===== src/hw/rtl/mkte_pkg.sv =====
package mkte_pkg;

  // Default number of characters kept for display.
  localparam int SHOWN_CHARS_DEF = 5;

  // Number of character ports on the result channel.
  localparam int CHAR_PORTS = 5;

  localparam logic       CMD_KEY   = 1'b0;
  localparam logic       CMD_CLEAR = 1'b1;

  localparam logic [3:0] KEY_MODE  = 4'd1;
  localparam logic [3:0] KEY_FIRST = 4'd2;
  localparam logic [3:0] KEY_LAST  = 4'd9;

  localparam logic [6:0] CHAR_SPACE = 7'h20;
  localparam logic [6:0] CHAR_ZERO  = 7'h30;
  localparam logic [6:0] CHAR_A     = 7'h41;
  localparam logic [6:0] CHAR_D     = 7'h44;
  localparam logic [6:0] CHAR_G     = 7'h47;
  localparam logic [6:0] CHAR_J     = 7'h4A;
  localparam logic [6:0] CHAR_M     = 7'h4D;
  localparam logic [6:0] CHAR_P     = 7'h50;
  localparam logic [6:0] CHAR_T     = 7'h54;
  localparam logic [6:0] CHAR_W     = 7'h57;
  localparam logic [6:0] CHAR_END   = 7'h5B;

  // Group code meaning the character belongs to no letter group.
  localparam logic [3:0] GROUP_NONE = 4'd8;

  typedef struct packed {
    logic [CHAR_PORTS-1:0][6:0] chars;
    logic                       number_mode;
    logic [2:0]                 length;
  } result_t;

  // First letter of a group; the code after the last group gives the end bound.
  function automatic logic [6:0] group_start(input logic [3:0] g);
    logic [6:0] c;
    case (g)
      4'd0:    c = CHAR_A;
      4'd1:    c = CHAR_D;
      4'd2:    c = CHAR_G;
      4'd3:    c = CHAR_J;
      4'd4:    c = CHAR_M;
      4'd5:    c = CHAR_P;
      4'd6:    c = CHAR_T;
      4'd7:    c = CHAR_W;
      default: c = CHAR_END;
    endcase
    return c;
  endfunction

  // Letter group of a character, GROUP_NONE when it is not a letter.
  function automatic logic [3:0] group_of(input logic [6:0] c);
    logic [3:0] g;
    g = GROUP_NONE;
    for (int i = 0; i < 8; i++) begin
      if (c >= group_start(4'(i)) && c < group_start(4'(i + 1))) begin
        g = 4'(i);
      end
    end
    return g;
  endfunction

endpackage


===== src/hw/rtl/mkte_core.sv =====
module mkte_core #(
  parameter int SHOWN_CHARS = mkte_pkg::SHOWN_CHARS_DEF
) (
  input  logic              clk,
  input  logic              rst_n,
  input  logic              accept,
  input  logic              in_cmd,
  input  logic [3:0]        in_key,
  output mkte_pkg::result_t result
);
  import mkte_pkg::*;

  localparam int CNT_W = $clog2(SHOWN_CHARS + 2);

  logic [6:0]       shown_r   [SHOWN_CHARS];
  logic [6:0]       shown_nxt [SHOWN_CHARS];
  logic [CNT_W-1:0] count_r, count_nxt;
  logic [6:0]       last_r, last_nxt;
  logic             mode_r, mode_nxt;

  logic [3:0] grp;
  logic       match;
  logic [6:0] cyc_char;
  logic [6:0] new_char;

  always_comb begin
    shown_nxt = shown_r;
    count_nxt = count_r;
    last_nxt  = last_r;
    mode_nxt  = mode_r;

    grp      = {1'b0, 3'(in_key - KEY_FIRST)};
    match    = (count_r != '0) && (group_of(last_r) == grp);
    cyc_char = last_r + 7'd1;
    if (cyc_char == group_start(grp + 4'd1)) begin
      cyc_char = group_start(grp);
    end
    new_char = mode_r ? (CHAR_ZERO + {3'b000, in_key}) : group_start(grp);

    if (in_cmd == CMD_CLEAR) begin
      for (int i = 0; i < SHOWN_CHARS; i++) begin
        shown_nxt[i] = CHAR_SPACE;
      end
      count_nxt = '0;
      last_nxt  = CHAR_SPACE;
      mode_nxt  = 1'b0;
    end else if (in_key == KEY_MODE) begin
      mode_nxt = ~mode_r;
    end else if (in_key >= KEY_FIRST && in_key <= KEY_LAST) begin
      if (!mode_r && match) begin
        // Cycle the last letter; a hidden one only moves the tracked copy.
        for (int i = 0; i < SHOWN_CHARS; i++) begin
          if (count_r == CNT_W'(i + 1)) begin
            shown_nxt[i] = cyc_char;
          end
        end
        last_nxt = cyc_char;
      end else begin
        for (int i = 0; i < SHOWN_CHARS; i++) begin
          if (count_r == CNT_W'(i)) begin
            shown_nxt[i] = new_char;
          end
        end
        if (count_r <= CNT_W'(SHOWN_CHARS)) begin
          count_nxt = count_r + CNT_W'(1);
        end
        last_nxt = new_char;
      end
    end
  end

  always_ff @(posedge clk) begin
    if (!rst_n) begin
      for (int i = 0; i < SHOWN_CHARS; i++) begin
        shown_r[i] <= CHAR_SPACE;
      end
      count_r <= '0;
      last_r  <= CHAR_SPACE;
      mode_r  <= 1'b0;
    end else if (accept) begin
      shown_r <= shown_nxt;
      count_r <= count_nxt;
      last_r  <= last_nxt;
      mode_r  <= mode_nxt;
    end
  end

  // The result word reflects the state after this item's update.
  for (genvar p = 0; p < CHAR_PORTS; p++) begin : g_char
    if (p < SHOWN_CHARS) begin : g_shown
      assign result.chars[p] = shown_nxt[p];
    end else begin : g_blank
      assign result.chars[p] = CHAR_SPACE;
    end
  end

  assign result.number_mode = mode_nxt;
  assign result.length      = 3'(count_nxt);

endmodule


===== src/hw/rtl/mkte_outq.sv =====
module mkte_outq (
  input  logic              clk,
  input  logic              rst_n,
  input  logic              push,
  input  mkte_pkg::result_t push_data,
  output logic              full,
  output logic              out_valid,
  input  logic              out_stall,
  output mkte_pkg::result_t out_data
);
  import mkte_pkg::*;

  logic    main_valid_r, main_valid_nxt;
  logic    skid_valid_r, skid_valid_nxt;
  result_t main_r, main_nxt;
  result_t skid_r, skid_nxt;
  logic    pop;

  assign pop = main_valid_r && !out_stall;

  always_comb begin
    main_valid_nxt = main_valid_r;
    skid_valid_nxt = skid_valid_r;
    main_nxt       = main_r;
    skid_nxt       = skid_r;
    if (!main_valid_r || pop) begin
      if (skid_valid_r) begin
        main_nxt       = skid_r;
        main_valid_nxt = 1'b1;
        skid_valid_nxt = 1'b0;
      end else begin
        main_nxt       = push_data;
        main_valid_nxt = push;
      end
    end else if (push) begin
      // Head word is held; the new word waits in the skid slot.
      skid_nxt       = push_data;
      skid_valid_nxt = 1'b1;
    end
  end

  always_ff @(posedge clk) begin
    if (!rst_n) begin
      main_valid_r <= 1'b0;
      skid_valid_r <= 1'b0;
    end else begin
      main_valid_r <= main_valid_nxt;
      skid_valid_r <= skid_valid_nxt;
    end
  end

  always_ff @(posedge clk) begin
    main_r <= main_nxt;
    skid_r <= skid_nxt;
  end

  assign full      = skid_valid_r;
  assign out_valid = main_valid_r;
  assign out_data  = main_r;

endmodule


===== src/hw/rtl/multitap_keypad_text_entry_top.sv =====
// Channel   Direction  Handshake           Word
// in_       input      in_valid/in_stall   in_cmd, in_key
// out_      output     out_valid/out_stall out_char_0..4, out_number_mode, out_length
//
// Each accepted word updates the text state in the cycle it is taken, and its
// result word is registered into the output queue: one word per cycle while in_stall is low.
// rst_n is synchronous and active low; it empties the text and selects letter mode.
// A two-word output queue lets an input word be taken while a result is stalled;
// in_stall rises only when both queue slots hold results not yet taken.
module multitap_keypad_text_entry_top #(
  parameter int SHOWN_CHARS = mkte_pkg::SHOWN_CHARS_DEF
) (
  input  logic       clk,
  input  logic       rst_n,
  input  logic       in_valid,
  output logic       in_stall,
  input  logic       in_cmd,
  input  logic [3:0] in_key,
  output logic       out_valid,
  input  logic       out_stall,
  output logic [6:0] out_char_0,
  output logic [6:0] out_char_1,
  output logic [6:0] out_char_2,
  output logic [6:0] out_char_3,
  output logic [6:0] out_char_4,
  output logic       out_number_mode,
  output logic [2:0] out_length
);
  import mkte_pkg::*;

  logic    accept;
  result_t core_result;
  result_t head_result;

  // A word is taken whenever the output queue has room for its result.
  assign accept = in_valid && !in_stall;

  // The text state and the multi-tap decision logic live in the core.
  mkte_core #(
    .SHOWN_CHARS(SHOWN_CHARS)
  ) u_core (
    .clk    (clk),
    .rst_n  (rst_n),
    .accept (accept),
    .in_cmd (in_cmd),
    .in_key (in_key),
    .result (core_result)
  );

  // The result register with its skid slot decouples the two channels.
  mkte_outq u_outq (
    .clk       (clk),
    .rst_n     (rst_n),
    .push      (accept),
    .push_data (core_result),
    .full      (in_stall),
    .out_valid (out_valid),
    .out_stall (out_stall),
    .out_data  (head_result)
  );

  assign out_char_0      = head_result.chars[0];
  assign out_char_1      = head_result.chars[1];
  assign out_char_2      = head_result.chars[2];
  assign out_char_3      = head_result.chars[3];
  assign out_char_4      = head_result.chars[4];
  assign out_number_mode = head_result.number_mode;
  assign out_length      = head_result.length;

endmodule


===== config.mk =====
export PLATFORM = sky130hd
export DESIGN_NAME = multitap_keypad_text_entry_top
export DESIGN_NICKNAME = d
export VERILOG_FILES = /design/src/hw/rtl/mkte_pkg.sv /design/src/hw/rtl/mkte_core.sv /design/src/hw/rtl/mkte_outq.sv /design/src/hw/rtl/multitap_keypad_text_entry_top.sv
export SDC_FILE = /design/constraint.sdc
export NUM_CORES = 1
export LEC_CHECK = 0
export BUFFER_PORTS_ARGS = -buffer_cell sky130_fd_sc_hd__buf_4
export CAP_MARGIN = 10
export CORE_MARGIN = 8
export CORE_UTILIZATION = 51
export CTS_BUF_LIST = sky130_fd_sc_hd__clkbuf_4 sky130_fd_sc_hd__clkbuf_8
export CTS_CLUSTER_SIZE = 28
export DETAILED_ROUTE_END_ITERATION = 10
export PLACE_DENSITY = 0.69
export SYNTH_ARGS = -nofsm -noshare
export SYNTH_HDL_FRONTEND = slang
export SYNTH_SLANG_ARGS = --single-unit
export TNS_END_PERCENT = 5

===== constraint.sdc =====
create_clock -name clk -period 4.6 [get_ports clk]
set_input_delay 0.46 -clock clk [delete_from_list [all_inputs] [get_ports clk]]
set_output_delay 0.46 -clock clk [all_outputs]
set_load 0.005 [all_outputs]

==> metrics.yaml, run 1 <==
global_route:
  grt_pass1_wl_um: 33010
  grtUsageTotal_pct: 23.40
  grt_max_degree: 48
  antenna_found_initial: 0
  grt_pass1_vias: 5841
  grt_overflow: 0
timing:
  slew-limit-headroom_pct: 18.16
  finalCritPeriodShare_pct: 86.75
  holdWs_ns: 0.3758
  rsz0062_at_grt: "false"
  drv_slew: 0
  max_freq_mhz: 250.6
  tns_ns: 0
  finalCriticalPeriod_ns: 3.990
  tightest_slew_ns: 1.225
  clock_skew_ns: 0.008719
  finalHoldViolCount: 0
  setup_viol: 0
synthesis:
  synth_enable_flop_cells: 78
  synth-seq-cells: 126
  synthFlopType: "edfxtp_1"
  synth_area_leader_cell: "edfxtp_1"
  syn_area_per_cell_um2: 9.842
  synthArstFlopShare_pct: 0
  synth_top_area_share_pct: 32.78
  netlist_top_cells_area: "edfxtp_1, dfxtp_1, nand2_1, o31ai_1, nor2_1"
  synth_fp_nets: 750
  yosysWarnings: 0
  netlist-cell-type-count: 91
  synthCells: 726
  yosysSeqAreaShare_pct: 46.23
  netlist_area_um2: 7146
routing:
  drc: 0
  ant_nets: 0
  drtPass1Iterations: 7
  routed_via_density: 6.347
  wl_per_cell_um: 21.91
  drt-total-wl_um: 20840
  dr_total_vias: 6036
  drt_iter0_markers: 538
flow_run:
  cap_violations: 0
clock_network:
  insertion_delay_ns: 0.44
  tritoncts: "done"
  cts_buffer_depth: 2
  clk_pin_slew_worst_paths_ns: 0.08
  cts_sinks: 126
  cts_root_buf: "clkbuf_8"
  h-tree-depth: 4
  postCtsSetupRepairBufs: 0
  postCtsHoldBufs: 0
  cts_resized: 0
  cts-buffers-inserted: 17
place:
  port_buffers: 49
  dpl.hpwl_um: 14470
  gp_congestion: 0.9009
power_and_ir_drop:
  p_leak_nw: 2.912
  vdd_ir_drop_max_mv: 0.1502
  p_per_area_nw_per_um2: 361.7
floorplanning:
  fp.dieW_um: 134.4
  coreArea_um2: 13770
  initial_core_util_pct: 51.88
  io_pins: 50
  fp.dieArea_um2: 18060
  die_y_um: 134.4
  fp-row-count: 43
hold_path:
  hp-class: "in -> reg"
  worstHoldStart: "rst_n"
critical_path:
  crit_fanout: 40
  crit_start: "u_core.last_r[1]$_SDFFE_PN0P_"
  critPathArrivalTime_ns: 4.17
  worstSetupPathType: "reg -> reg"
  worstPathRequired_ns: 4.78
  reg2reg_from: "u_core.last_r[1]$_SDFFE_PN0P_"
  start_kind: "flip-flop"
  endpoint_kind: "flip-flop"
cells_and_area:
  drive_above_1_share_pct: 18.94
  synthToLayoutAreaGrowth_pct: 12.15
  antenna-diode-count: 0
  nets: 782
outcome:
  status: "complete, no violations"
cell usage after synthesis, types with 5 or more instances:
cell type	count
a21boi_0	7
o21a_1	5
a31oi_1	14
a22o_1	10
edfxtp_1	78
xnor2_1	10
nor2_1	52
mux2_2	11
o21ai_0	30
and2_1	11
buf_2	6
clkbuf_1	31
o22ai_1	11
inv_1	16
a21oi_1	36
and3_1	8
a211oi_1	7
nand3_1	33
nor3_1	18
nand2_1	80
o31ai_1	35
mux2i_1	8
ha_1	15
nand2b_1	5
o2111ai_1	5
buf_4	5
nor2b_1	14
dfxtp_1	48
buf_6	6
sequential cells by signal, summed over array words and instances (netlist names):
register,cells
u_outq.out_data,39
u_outq.skid_r,39
u_core.shown_r,35
u_core.last_r,7
u_core.count_r,3
u_core.mode_r,1
u_outq.full,1
u_outq.out_valid,1
worst max-delay path, cell delays in order (launching register included):
cell      delay (ns)
dfxtp_1         0.61
inv_1           0.17
ha_1            0.25
o311ai_1        0.43
and3_1          0.30
nand3_1         0.12
a22oi_2         0.41
o211a_4         0.58
nand2_1         0.23
o311ai_1        0.47
o31ai_1         0.13
final timing paths:
path / endpoint / slack, ns / depth (start not counted)
worst max-delay path: u_outq.out_data[34]$_DFFE_PP_ / 0.61 / 10
worst min-delay path: u_core.shown_r[26]$_SDFFE_PN1P_ / 0.38 / 2
worst max register to register: u_outq.out_data[34]$_DFFE_PP_ / 0.61 / 10
worst min register to register: u_core.shown_r[24]$_SDFFE_PN0P_ / 0.47 / 2
through the flow:
| step | util (%) | cells | power (mW) | setup WS (ns) | area [um^2] |
|---|---|---|---|---|---|
| 2_1_floorplan | - | 726 | 1.696 | 1.039 | 7146 |
| 3_3_place_gp | 55.21 | 919 | 1.917 | 0.7797 | 7604 |
| 3_5_place_dp | 55.21 | 919 | 1.925 | 0.6417 | 7604 |
| 4_1_cts | 58.18 | 951 | 2.902 | 0.6935 | 8014 |
| 5_1_grt | 58.18 | 951 | 3.013 | 0.2944 | 8014 |
| 6_report | 58.18 | 951 | 2.899 | 0.6097 | 8014 |
placed cells by master (no fill, tap or decap), types with 4 or more instances in the layout:
cell	count
o21ai_0	30
clkbuf_8	20
a211oi_1	7
dfxtp_1	48
o22ai_1	11
mux2_2	11
a21boi_0	7
nor2_1	51
o21ai_1	4
nor3_1	18
nand2b_1	5
a22o_1	10
nor3b_1	4
o31ai_1	35
a21oi_1	36
and2_1	11
mux2i_1	8
o31a_1	4
o211ai_1	4
xnor2_1	10
nand3_1	33
and3_1	8
a31oi_1	14
buf_4	64
nand2_1	79
edfxtp_1	78
o2111ai_1	5
ha_1	15
o21a_1	5
inv_1	16
clkinvlp_4	4
nor2b_1	14
cells by family (layout without fill, tap and decap cells):
group           after synthesis  count (layout)  synth area share (%)
compound gates              228             228                 24.01
xor+xnor                     13              13                 1.593
fa+ha+maj                    16              16                 2.767
buf+inv                      71             116                 4.728
flops                       126             126                 46.23
mux                          22              22                 3.467
simple gates                250             250                 17.21
where the power goes:
| part | switching, mW | internal (mW) | leakage, nW |
|---|---|---|---|
| Sequential | 0.0393 | 1.28 | 1.17 |
| Combinational | 0.382 | 0.207 | 1.54 |
| Clock | 0.462 | 0.527 | 0.198 |
layout make-up:
cell class	instances	area, um^2
Fill cell	1222	5759
Multi-Input combinational cell	529	3520
Sequential cell	126	3303
Timing Repair Buffer	64	480.5
Clock buffer	20	275.3
Tap cell	180	225.2
Clock inverter	12	135.1
Inverter	20	75.07
layer usage:
layer | global-route usage [%] | wire (um)
met1 | 29.30 | 8828
met2 | 38.54 | 10210
met3 | 4.151 | 1204
met4 | 10.61 | 595
met5 | 0 | 0
(Power assumes the default switching activity.)
==> run 2: changes to the inputs <==
- PLACE_DENSITY: 0.69 -> not set
- PLACE_DENSITY_LB_ADDON: not set -> 0.12
==> run 2 against run 1 <==
Against the previous run: sequential share of layout area fell by 0.23 points; die area unchanged; hold slack better by 0.0012 ns; utilization is 0.33 points higher; power up 3.4%; register-to-register slack improved by 0.06 ns; non-clock buffer count shrank 1; final area rose by 0.56%; critical path depth decreased by 1; largest cell class unchanged.
==> metrics.yaml, run 2 (synthesis gave the netlist of run 1 again) <==
global_route:
  grtUsageTotal_pct: 24.01  # was 23.40%
  grt_max_degree: 47  # was 48
  grt_pass1_vias: 5927  # was 5841
  grt_pass1_wl_um: 33510  # was 33010 um
  grt_overflow: 0  # unchanged
  antenna_found_initial: 0  # unchanged
power_and_ir_drop:
  vdd_ir_drop_max_mv: 0.1960  # was 0.1502 mV
  power_switching_mw: 0.8646  # was 0.8831 mW
  intPower_mw: 2.132  # was 2.016 mW
  power_mw: 2.996  # was 2.899 mW
  p_leak_nw: 2.933  # was 2.912 nW
  clockPowerShare_pct: 36.4  # was 34.1%
  p_comb_share_pct: 19.5  # was 20.3%
  p_per_area_nw_per_um2: 371.8  # was 361.7 nW/um^2
  p_seq_share_pct: 44.1  # was 45.6%
  switching_share_pct: 28.85  # was 30.46%
floorplanning:
  fp.dieArea_um2: 18060  # unchanged
  fp-row-count: 43  # unchanged
  die_y_um: 134.4  # unchanged
  coreArea_um2: 13770  # unchanged
  fp.dieW_um: 134.4  # unchanged
  io_pins: 50  # unchanged
  initial_core_util_pct: 51.88  # unchanged
routing:
  drtPass1Iterations: 5  # was 7
  drc: 0  # unchanged
  drt-total-wl_um: 21400  # was 20840 um
  dr_total_vias: 6092  # was 6036
  drt_iter0_markers: 584  # was 538
  ant_nets: 0  # unchanged
  routed_via_density: 6.413  # was 6.347
  wl_per_cell_um: 22.53  # was 21.91 um
timing:
  finalHoldViolCount: 0  # unchanged
  holdWs_ns: 0.3770  # was 0.3758 ns
  finalCritPeriodShare_pct: 85.40  # was 86.75%
  setup_viol: 0  # unchanged
  tightest_slew_ns: 1.049  # was 1.225 ns
  clock_skew_ns: 0.009349  # was 0.008719 ns
  slew-limit-headroom_pct: 29.81  # was 18.16%
  rsz0062_at_grt: "false"  # unchanged
  fin_ws_ns: 0.6714  # was 0.6097 ns
  tns_ns: 0  # unchanged
  drv_slew: 0  # unchanged
  max_freq_mhz: 254.5  # was 250.6 MHz
  finalCriticalPeriod_ns: 3.929  # was 3.990 ns
cells_and_area:
  multiInputGateArea_um2: 3520  # unchanged
  stdcell_count: 950  # was 951
  final_util_pct: 58.51  # was 58.18%
  seq_area_um2: 3303  # unchanged
  final_cell_area_um2: 8059  # was 8014 um^2
  antenna-diode-count: 0  # unchanged
  mostFrequentLayoutCell: "nand2_1"  # unchanged
  nets: 781  # was 782
  layout_common_cells: "nand2_1, edfxtp_1, buf_4"  # unchanged
  n_fill_cell: 1183  # was 1222
  drive_above_1_share_pct: 18.83  # was 18.94%
  synthToLayoutAreaGrowth_pct: 12.78  # was 12.15%
place:
  dp_cells: 918  # was 919
  port_buffers: 49  # unchanged
  dpl_cell_area_um2: 7609  # was 7604 um^2
  dpl.hpwl_um: 14480  # was 14470 um
  gp_congestion: 0.9454  # was 0.9009
  place_ws_ns: 0.6523  # was 0.6417 ns
hold_path:
  hold_path_end: "u_outq.out_valid$_SDFFE_PN0P_"  # was u_core.shown_r[26]$_SDFFE_PN1P_
  worstHoldStart: "in_valid"  # was rst_n
  hp-class: "in -> reg"  # unchanged
  min_path_cells: 3  # was 2
critical_path:
  reg2reg_slack_ns: 0.67  # was 0.61 ns
  start_kind: "flip-flop"  # unchanged
  endpoint_kind: "flip-flop"  # unchanged
  crit_fanout: 15  # was 40
  reg2reg_from: "u_core.last_r[0]$_SDFFE_PN0P_"  # was u_core.last_r[1]$_SDFFE_PN0P_
  critPathArrivalTime_ns: 4.10  # was 4.17 ns
  reg2regPathDepth: 9  # was 10
  crit_start: "u_core.last_r[0]$_SDFFE_PN0P_"  # was u_core.last_r[1]$_SDFFE_PN0P_
  worstPathRequired_ns: 4.77  # was 4.78 ns
  worstSetupPathType: "reg -> reg"  # unchanged
  r2r_end: "u_outq.out_data[36]$_DFFE_PP_"  # was u_outq.out_data[34]$_DFFE_PP_
clock_network:
  insertion_delay_ns: 0.46  # was 0.44 ns
  cts_resized: 0  # unchanged
  postCtsHoldBufs: 0  # unchanged
  tritoncts: "done"  # unchanged
  cts-buffers-inserted: 17  # unchanged
  cts_root_buf: "clkbuf_8"  # unchanged
  postCtsSetupRepairBufs: 0  # unchanged
  cts_buffer_depth: 2  # unchanged
  cts_sinks: 126  # unchanged
  h-tree-depth: 4  # unchanged
  clk_pin_slew_worst_paths_ns: 0.07  # was 0.08 ns
flow_run:
  cap_violations: 0  # unchanged
outcome:
  status: "complete, no violations"  # unchanged
[run 2: cell types whose count changed in the layout (fill, tap and decap cells not counted), sizes merged]
cell	delta
buf	-1
bufinv	+2
clkbuf	+2
clkinv	-2
inv	-2
[run 2: per-layer routing]
| layer | track usage, % | share of wire (%) | up-vias |
|---|---|---|---|
| met5 | 0 | 0 | - |
| met4 | 11.60 | 2.7 | 0 |
| met3 | 4.787 | 6.6 | 51 |
| met2 | 37.84 | 47 | 275 |
| met1 | 30.90 | 43 | 2965 |
| li1 | - | - | 2801 |
[run 2: how the worst max path moves through the flow]
| stage | endpoint | cells after the start |
|---|---|---|
| finish | u_outq.out_data[36]$_DFFE_PP_ | 9 |
| global route | u_outq.out_data[27]$_DFFE_PP_ | 10 |
| CTS | u_outq.out_data[36]$_DFFE_PP_ | 9 |
| detailed placement | u_outq.out_data[32]$_DFFE_PP_ | 10 |
| global placement | u_outq.out_data[34]$_DFFE_PP_ | 10 |
| floorplan | u_outq.skid_r[0]$_DFFE_PP_ | 2 |
[run 2: power by group through the flow]
stage,registers (mW),logic [mW],clock network [mW]
floorplan,1.34,0.357,0
global placement,1.34,0.566,0
detailed placement,1.35,0.574,0
CTS,1.32,0.577,1.10
global route,1.33,0.630,1.14
finish,1.32,0.583,1.09
[run 2: cell type report]
class                           instances  area share, %
Clock buffer                           22          3.602
Clock inverter                         10          1.987
Inverter                               20         0.9315
Multi-Input combinational cell        529          43.67
Sequential cell                       126          40.99
Tap cell                              180          2.795
Timing Repair Buffer                   63          6.024
[run 2: critical path, stage by stage (launching register included)]
cell and delay, ns:
dfxtp_1 0.76, ha_1 0.46, xnor2_1 0.11, nor4_1 0.37, o2111ai_1 0.32, or2_4 0.36, o21bai_1 0.47, nand2_1 0.25
o31ai_2 0.37, a31oi_1 0.16
